[config.mk]
export PLATFORM = sky130hd
export DESIGN_NAME = gre6_keepalive_classifier_core
export DESIGN_NICKNAME = d
export VERILOG_FILES = /design/src/hdl/gka_pkg.sv /design/src/hdl/gre6_keepalive_classifier_core.sv /design/src/hdl/gka_front.sv /design/src/hdl/gka_queue.sv
export SDC_FILE = /design/constraint.sdc
export NUM_CORES = 1
export LEC_CHECK = 0
export BUFFER_PORTS_ARGS = -buffer_cell sky130_fd_sc_hd__buf_2
export CAP_MARGIN = 30
export CORE_UTILIZATION = 38
export CTS_BUF_LIST = sky130_fd_sc_hd__clkbuf_8 sky130_fd_sc_hd__clkbuf_16
export CTS_CLUSTER_DIAMETER = 30
export CTS_CLUSTER_SIZE = 40
export DETAILED_ROUTE_END_ITERATION = 16
export GPL_ROUTABILITY_DRIVEN = 0
export GPL_TIMING_DRIVEN = 0
export PLACE_DENSITY_LB_ADDON = 0.08
export SKIP_LAST_GASP = 1
export SLEW_MARGIN = 20
export SYNTH_ARGS = -nofsm -noshare
export SYNTH_HDL_FRONTEND = slang
export SYNTH_HIERARCHICAL = 1
export SYNTH_SLANG_ARGS = --single-unit
[constraint.sdc]
create_clock -name clock -period 3.4 [get_ports clock]
set_input_delay 0.51 -clock clock [delete_from_list [all_inputs] [get_ports clock]]
set_output_delay 0.51 -clock clock [all_outputs]
set_load 0.02 [all_outputs]
[src/hdl/gka_pkg.sv]
package gka_pkg;

   localparam int DEFAULT_MAX_FRAME_BYTES  = 16384;
   localparam int DEFAULT_GRE_HEADER_BYTES = 4;

   localparam int ETH_HDR_BYTES     = 14;
   localparam int IP6_HDR_BYTES     = 40;
   localparam int IP6_ADDR_OFFSET   = 8;
   localparam int IP6_NEXT_OFFSET   = 6;
   localparam int GRE_PROTO_OFFSET  = 2;
   localparam int ETHERTYPE_POS     = 12;
   localparam int SHORT_FRAME_BYTES = 15;

   localparam logic [7:0] ETHERTYPE_IPV6_HI = 8'h86;
   localparam logic [7:0] ETHERTYPE_IPV6_LO = 8'hDD;
   localparam logic [3:0] IP_VERSION_6      = 4'h6;
   localparam logic [7:0] NEXT_HEADER_GRE   = 8'd47;

   localparam logic [15:0] DEFAULT_INNER_PROTO = 16'h86DD;

   localparam int QUEUE_DEPTH = 2;
   localparam int QUEUE_PTR_W = 1;

   typedef enum logic [1:0] {
      VERDICT_PASS = 2'd0,
      VERDICT_TX   = 2'd1,
      VERDICT_BAD  = 2'd2
   } verdict_type;

   typedef struct packed {
      logic [7:0] packet_byte;
      logic       last_byte;
   } req_payload_type;

   typedef struct packed {
      verdict_type verdict;
      logic [5:0]  strip_bytes;
   } rsp_payload_type;

   typedef struct packed {
      logic valid;
   } push_ctrl_type;

endpackage

[src/hdl/gre6_keepalive_classifier_core.sv]
// Classifies Ethernet frames carrying GRE over IPv6, one byte per request, and answers
// each frame's final byte with one response: pass, transmit back (with the header byte
// count to strip), or malformed. Bytes are taken one per clock; the verdict for a frame
// is written into a two-entry queue as its last byte is accepted, is valid from the cycle
// after and waits there, so requests keep flowing while a response is held off. The only
// stall on the request side is that queue being full; the front classifier adds none.
module gre6_keepalive_classifier_core import gka_pkg::*; #(
   parameter int MAX_FRAME_BYTES  = DEFAULT_MAX_FRAME_BYTES,
   parameter int GRE_HEADER_BYTES = DEFAULT_GRE_HEADER_BYTES
) (
   input  logic            clock,
   input  logic            reset,
   input  logic            req_valid,
   output logic            req_ready,
   input  req_payload_type req_payload,
   output logic            rsp_valid,
   input  logic            rsp_ready,
   output rsp_payload_type rsp_payload,
   input  logic            csr_write_enable,
   input  logic [15:0]     csr_write_data
);

   push_ctrl_type   push_ctrl;
   logic            push_ready;
   rsp_payload_type push_payload;

   gka_front #(
      .MAX_FRAME_BYTES  (MAX_FRAME_BYTES),
      .GRE_HEADER_BYTES (GRE_HEADER_BYTES)
   ) u_front (
      .clock            (clock),
      .reset            (reset),
      .req_valid        (req_valid),
      .req_ready        (req_ready),
      .req_payload      (req_payload),
      .csr_write_enable (csr_write_enable),
      .csr_write_data   (csr_write_data),
      .push_ctrl_out    (push_ctrl),
      .push_ready       (push_ready),
      .push_payload     (push_payload)
   );

   gka_queue u_queue (
      .clock        (clock),
      .reset        (reset),
      .push_ctrl_in (push_ctrl),
      .push_ready   (push_ready),
      .push_payload (push_payload),
      .rsp_valid    (rsp_valid),
      .rsp_ready    (rsp_ready),
      .rsp_payload  (rsp_payload)
   );

endmodule

[src/hdl/gka_front.sv]
module gka_front import gka_pkg::*; #(
   parameter int MAX_FRAME_BYTES  = DEFAULT_MAX_FRAME_BYTES,
   parameter int GRE_HEADER_BYTES = DEFAULT_GRE_HEADER_BYTES
) (
   input  logic            clock,
   input  logic            reset,
   input  logic            req_valid,
   output logic            req_ready,
   input  req_payload_type req_payload,
   input  logic            csr_write_enable,
   input  logic [15:0]     csr_write_data,
   output push_ctrl_type   push_ctrl_out,
   input  logic            push_ready,
   output rsp_payload_type push_payload
);

   localparam int IDX_W          = $clog2(MAX_FRAME_BYTES);
   localparam int POS_OUTER_SRC  = ETH_HDR_BYTES + IP6_ADDR_OFFSET;
   localparam int POS_OUTER_GRE  = ETH_HDR_BYTES + IP6_HDR_BYTES;
   localparam int POS_INNER_IP   = POS_OUTER_GRE + GRE_HEADER_BYTES;
   localparam int POS_INNER_NEXT = POS_INNER_IP + IP6_NEXT_OFFSET;
   localparam int POS_INNER_SRC  = POS_INNER_IP + IP6_ADDR_OFFSET;
   localparam int POS_INNER_GRE  = POS_INNER_IP + IP6_HDR_BYTES;
   localparam int STRIP_BYTES    = POS_INNER_IP % 64;
   localparam int ADDR_BYTES     = 32;

   logic [IDX_W-1:0] idx_ff, idx_in;
   logic             early_ff, early_in;
   logic             outer_ok_ff, outer_ok_in;
   logic             inner_gre_ff, inner_gre_in;
   logic             match_ff, match_in;
   logic [15:0]      proto_ff, proto_in;
   logic [7:0]       rdata_ff;
   logic [7:0]       addr_mem [ADDR_BYTES];

   logic             accept;
   logic             last;
   logic [7:0]       b;
   logic [IDX_W-1:0] idx_next;
   logic [IDX_W-1:0] wr_off;
   logic [IDX_W-1:0] rd_off;
   logic [4:0]       rd_addr;
   logic             wr_hit;
   logic             rd_hit;
   verdict_type      verdict;

   assign b         = req_payload.packet_byte;
   assign last      = req_payload.last_byte;
   assign req_ready = push_ready;
   assign accept    = req_valid && req_ready;

   assign wr_off  = idx_ff - IDX_W'(POS_OUTER_SRC);
   assign wr_hit  = (idx_ff >= IDX_W'(POS_OUTER_SRC)) &&
                    (idx_ff < IDX_W'(POS_OUTER_SRC + ADDR_BYTES));
   assign rd_hit  = (idx_ff >= IDX_W'(POS_INNER_SRC)) &&
                    (idx_ff < IDX_W'(POS_INNER_SRC + ADDR_BYTES));
   assign idx_next = (idx_ff < IDX_W'(MAX_FRAME_BYTES - 1)) ? idx_ff + 1'b1 : idx_ff;
   assign rd_off   = idx_next - IDX_W'(POS_INNER_SRC);
   // inner source pairs with outer destination, so flip the half
   assign rd_addr  = rd_off[4:0] ^ 5'h10;

   always_comb begin
      early_in = early_ff;
      if (idx_ff == IDX_W'(ETHERTYPE_POS) && b != ETHERTYPE_IPV6_HI) early_in = 1'b1;
      if (idx_ff == IDX_W'(ETHERTYPE_POS + 1) && b != ETHERTYPE_IPV6_LO) early_in = 1'b1;
      if (idx_ff == IDX_W'(ETH_HDR_BYTES) && b[7:4] != IP_VERSION_6) early_in = 1'b1;

      outer_ok_in = outer_ok_ff;
      if (idx_ff == IDX_W'(POS_OUTER_GRE + GRE_PROTO_OFFSET)) begin
         outer_ok_in = (b == ETHERTYPE_IPV6_HI);
      end
      if (idx_ff == IDX_W'(POS_OUTER_GRE + GRE_PROTO_OFFSET + 1)) begin
         outer_ok_in = outer_ok_ff && (b == ETHERTYPE_IPV6_LO);
      end

      inner_gre_in = inner_gre_ff;
      if (idx_ff == IDX_W'(POS_INNER_NEXT)) inner_gre_in = (b == NEXT_HEADER_GRE);

      match_in = match_ff;
      if (rd_hit && rdata_ff != b) match_in = 1'b0;
      if (idx_ff == IDX_W'(POS_INNER_GRE + GRE_PROTO_OFFSET) && b != proto_ff[15:8]) begin
         match_in = 1'b0;
      end
      if (idx_ff == IDX_W'(POS_INNER_GRE + GRE_PROTO_OFFSET + 1) && b != proto_ff[7:0]) begin
         match_in = 1'b0;
      end
   end

   always_comb begin
      if (idx_ff < IDX_W'(SHORT_FRAME_BYTES - 1)) begin
         verdict = VERDICT_PASS;
      end else if (early_in) begin
         verdict = VERDICT_PASS;
      end else if (idx_ff < IDX_W'(POS_INNER_IP - 1)) begin
         verdict = VERDICT_BAD;
      end else if (!outer_ok_in) begin
         verdict = VERDICT_PASS;
      end else if (idx_ff < IDX_W'(POS_INNER_GRE)) begin
         verdict = VERDICT_BAD;
      end else if (!inner_gre_in) begin
         verdict = VERDICT_PASS;
      end else if (idx_ff < IDX_W'(POS_INNER_GRE + GRE_HEADER_BYTES - 1)) begin
         verdict = VERDICT_BAD;
      end else if (!match_in) begin
         verdict = VERDICT_PASS;
      end else begin
         verdict = VERDICT_TX;
      end
   end

   assign push_payload.verdict     = verdict;
   assign push_payload.strip_bytes = (verdict == VERDICT_TX) ? 6'(STRIP_BYTES) : 6'd0;
   assign push_ctrl_out.valid      = accept && last;

   assign proto_in = csr_write_enable ? csr_write_data : proto_ff;
   assign idx_in   = last ? '0 : idx_next;

   always_ff @(posedge clock) begin
      if (reset) begin
         idx_ff       <= '0;
         early_ff     <= 1'b0;
         outer_ok_ff  <= 1'b0;
         inner_gre_ff <= 1'b0;
         match_ff     <= 1'b1;
         proto_ff     <= DEFAULT_INNER_PROTO;
      end else begin
         proto_ff <= proto_in;
         if (accept) begin
            idx_ff       <= idx_in;
            early_ff     <= early_in && !last;
            outer_ok_ff  <= outer_ok_in && !last;
            inner_gre_ff <= inner_gre_in && !last;
            match_ff     <= match_in || last;
         end
      end
   end

   always_ff @(posedge clock) begin
      if (accept && wr_hit) begin
         addr_mem[wr_off[4:0]] <= b;
      end
      if (accept) begin
         rdata_ff <= addr_mem[rd_addr];
      end
   end

endmodule

[src/hdl/gka_queue.sv]
module gka_queue import gka_pkg::*; (
   input  logic            clock,
   input  logic            reset,
   input  push_ctrl_type   push_ctrl_in,
   output logic            push_ready,
   input  rsp_payload_type push_payload,
   output logic            rsp_valid,
   input  logic            rsp_ready,
   output rsp_payload_type rsp_payload
);

   rsp_payload_type        slot_ff [QUEUE_DEPTH];
   logic [QUEUE_PTR_W-1:0] wr_ptr_ff, wr_ptr_in;
   logic [QUEUE_PTR_W-1:0] rd_ptr_ff, rd_ptr_in;
   logic [QUEUE_PTR_W:0]   count_ff, count_in;
   logic                   push;
   logic                   pop;

   assign push_ready  = (count_ff != (QUEUE_PTR_W + 1)'(QUEUE_DEPTH));
   assign rsp_valid   = (count_ff != '0);
   assign rsp_payload = slot_ff[rd_ptr_ff];
   assign push        = push_ctrl_in.valid && push_ready;
   assign pop         = rsp_valid && rsp_ready;

   assign wr_ptr_in = push ? wr_ptr_ff + 1'b1 : wr_ptr_ff;
   assign rd_ptr_in = pop ? rd_ptr_ff + 1'b1 : rd_ptr_ff;

   always_comb begin
      count_in = count_ff;
      if (push && !pop) count_in = count_ff + 1'b1;
      if (pop && !push) count_in = count_ff - 1'b1;
   end

   always_ff @(posedge clock) begin
      if (reset) begin
         wr_ptr_ff <= '0;
         rd_ptr_ff <= '0;
         count_ff  <= '0;
      end else begin
         wr_ptr_ff <= wr_ptr_in;
         rd_ptr_ff <= rd_ptr_in;
         count_ff  <= count_in;
      end
   end

   always_ff @(posedge clock) begin
      if (push) begin
         slot_ff[wr_ptr_ff] <= push_payload;
      end
   end

endmodule

==> results.toml <==
[sta]
maxClockFrequency_ghz = 0.287
finalCritPeriodShare = 1.02
tightest_slew_ps = 884
relSlewSlack = 0.411
worst_slack_ps = -81.8
period_needed_ps = 3480
setup_viol = 111
finClkSkew_ps = 19.8
hold_viol = 0
rsz0062_at_grt = "true"
slew_viol_final = 0

[clock_network]
clkSinkCount = 319
cts_tree = "built"
clkLatencyLatePin_ps = 580
htreeDepth = 3
cts_root_buf = "clkbuf_16"
cts_made_buffers = 76
clk_pin_slew_ps = 40
cts_max_path_buffers = 3

[cells_and_area]
fillers = 2964
fin_nets = 1092
diodes = 0
fin_cells = 1570
layout-drive-gt1-share = 0.273
area_delta_synth_final_pct = 28.0

[floorplanning]
die_width_um = 191
dieArea_mm2 = 0.0364
fp.dieH_um = 191
fp.coreArea_mm2 = 0.0348
rows = 68
pin_count = 40
start_util = 0.390

[route]
drc = 0
via_count = 8289
drt_iter0_drc = 592
drtPass1Iterations = 5
drtAntennaViolNets = 0
avgViaCountPerCell = 5.28
postRouteWirelength_um = 34200
post_drt_wl_per_cell_um = 21.8

[logic_synthesis]
ys_seq_area_frac = 0.678
synth_commonest_cells = "280 x edfxtp_1, 141 x mux2i_1, 73 x nor2_1"
synth_seq_cells = 319
synth_cell_type_count = 57
syn_area_per_cell_um2 = 14.6
synthArstFlopShare = 0
yosysMostFrequentCell = "edfxtp_1"
synth_cells = 930
synth_largest_area_cell = "edfxtp_1"
synthTopCellsByArea = "edfxtp_1 62%, mux2i_1 10%, dfxtp_1 5.8%"
yosys_most_used_dff = "edfxtp_1"
netlist.area_leader.share = 0.620
syn_area_mm2 = 0.0136
ys_warn_count = 6
synth_edf_count = 280

[setup_path]
end_kind = "flop"
worstSetupPathType = "flop to flop"
crit_fanout = 8
regToRegStartpoint = "u_front/idx_ff[9]"
start_kind = "flop"
path_buf_inv = 0
required_ps = 3600
reg2regPathDepth = 6
r2r_slack_ps = -80
critPathSlowestCell = "nor2_2"
timing.rr.end = "u_front/addr_mem[19][1]"
worstPathCellList = "or4_1, or4_4, nor4_1, o21a_1, nand2_1, nor2_2"
slowest_delay_ps = 630
crit_family = "simple AND/OR/NAND/NOR gates"
critPathArrivalTime_ps = 3680

[power_and_ir_drop]
leakage_nw = 6.60
ir_worst_vdd_mv = 0.430
power_w = 0.0127
p_per_area_mw_per_mm2 = 734

[global_routing]
use_met2 = 0.295
globalRouteMet1Util = 0.266
grt.overflow.total = 0
grt_usage = 0.194
grt_pass1_vias = 8362
met3_usage = 0.0453
grt_pass1_wl_um = 51400
antenna_found_initial = 0
grt-busiest-layer = "met2"
grt_start_max_net_pins = 38

[hold_path]
hold_path.class = "input port to flop"
hold_end = "u_front/proto_ff[4]"
holdPathStages = 2
min_from = "csr_write_data[4]"

[placement]
port_buffers = 38
placed_cells = 1424
place_hpwl_um = 21700

[status]
violations = "negative setup slack"
status = "complete, but fails checks"

[job]
maxCapViolCount = 0
-- final cells by class --
type / count / area [um^2] / share of cell area
sequential: 319 / 9200 / 0.530
multi-input combinational: 545 / 4390 / 0.253
clock buffer: 80 / 1980 / 0.114
clock inverter: 59 / 606 / 0.0349
tap: 455 / 569 / 0.0328
buffer: 56 / 303 / 0.0174
timing repair buffer: 46 / 275 / 0.0159
inverter: 10 / 37.5 / 0.00216
-- flip-flops by register name (all words and copies together), names as in the netlist, named ones only --
name and cells:
u_front/addr_mem 256, u_front/proto_ff 16, u_queue/slot_ff 16, u_front/idx_ff 14
u_front/rdata_ff 8, u_queue/count_ff 2, u_front/early_ff 1, u_front/inner_gre_ff 1
u_front/match_ff 1, u_front/outer_ok_ff 1, u_queue/rd_ptr_ff 1, u_queue/wr_ptr_ff 1
-- metrics by stage --
stage / area (um^2) / worst slack, ps / TNS, ps / utilization / hold WS, ps
finish: 17400 / -81.8 / -4170 / 0.499 / 145
global route: 17400 / -167 / -13360 / 0.499 / 127
CTS: 17200 / -126 / -3600 / 0.494 / 125
detailed placement: 14300 / -956 / -13670 / 0.412 / 461
global placement: 14300 / -906 / -17300 / 0.412 / 443
floorplan: 13600 / 363 / 0 / - / 427
-- how the worst max path moves through the flow --
stage | cells after the start | slack [ps] | endpoint | from
3_5_place_dp | 11 | -960 | u_front/rdata_ff[1] | u_front/idx_ff[0]
2_1_floorplan | 11 | 360 | u_front/rdata_ff[0] | u_front/idx_ff[0]
5_1_grt | 6 | -170 | u_front/addr_mem[22][2] | u_front/idx_ff[9]
4_1_cts | 6 | -130 | u_front/addr_mem[31][7] | u_front/idx_ff[9]
3_3_place_gp | 11 | -910 | u_front/rdata_ff[1] | u_front/idx_ff[0]
6_report | 6 | -80 | u_front/addr_mem[19][1] | u_front/idx_ff[9]
-- routing by layer --
metal  wire length, um  vias to the layer above
met1             15500                     4121
met2             15900                      211
li1                  -                     3885
met5                 0                        -
met4               927                        0
met3              1790                       72
-- cells by family (layout without fill, tap and decap cells) --
family                     after synthesis  count (layout)  synth area share
and+or+nand+nor                        185             185            0.0748
other                                    1               2          0.000277
adders and majority gates                8               8           0.00738
AOI/OAI and AO/OA                      164             164            0.0796
DFF                                    319             319             0.678
xor gates and xnor gates                35              35            0.0232
buffers and inverters                   67             251            0.0241
muxes                                  151             151             0.113
-- report_power, final --
| part | internal, W | switching [W] |
|---|---|---|
| clock | 0.00483 | 0.00228 |
| sequential | 0.00437 | 0.0000467 |
| combinational | 0.000480 | 0.000745 |
-- layout by cell type (no fill, tap or decap), types with 12 or more instances in the layout --
cell and n:
nand4_1 12, a21oi_1 41, nand2_1 17, buf_4 15
a22oi_2 12, o21ai_0 13, xnor2_1 29, inv_1 20
nor2_1 40, nor2_2 29, clkbuf_1 19, edfxtp_1 280
dfxtp_1 35, a22oi_1 54, buf_2 55, clkbuf_16 78
mux2i_1 137
-- what timing repair did --
action / 4_1_cts / 5_1_grt
gates resized for setup: 61 / 41
endpoints found under the setup margin: 128 / 256
pin swaps: 4 / 3
setup buffers: 3 / 5
hold buffers: 0 / 0
No activity file was read; power rests on OpenSTA's default activity.
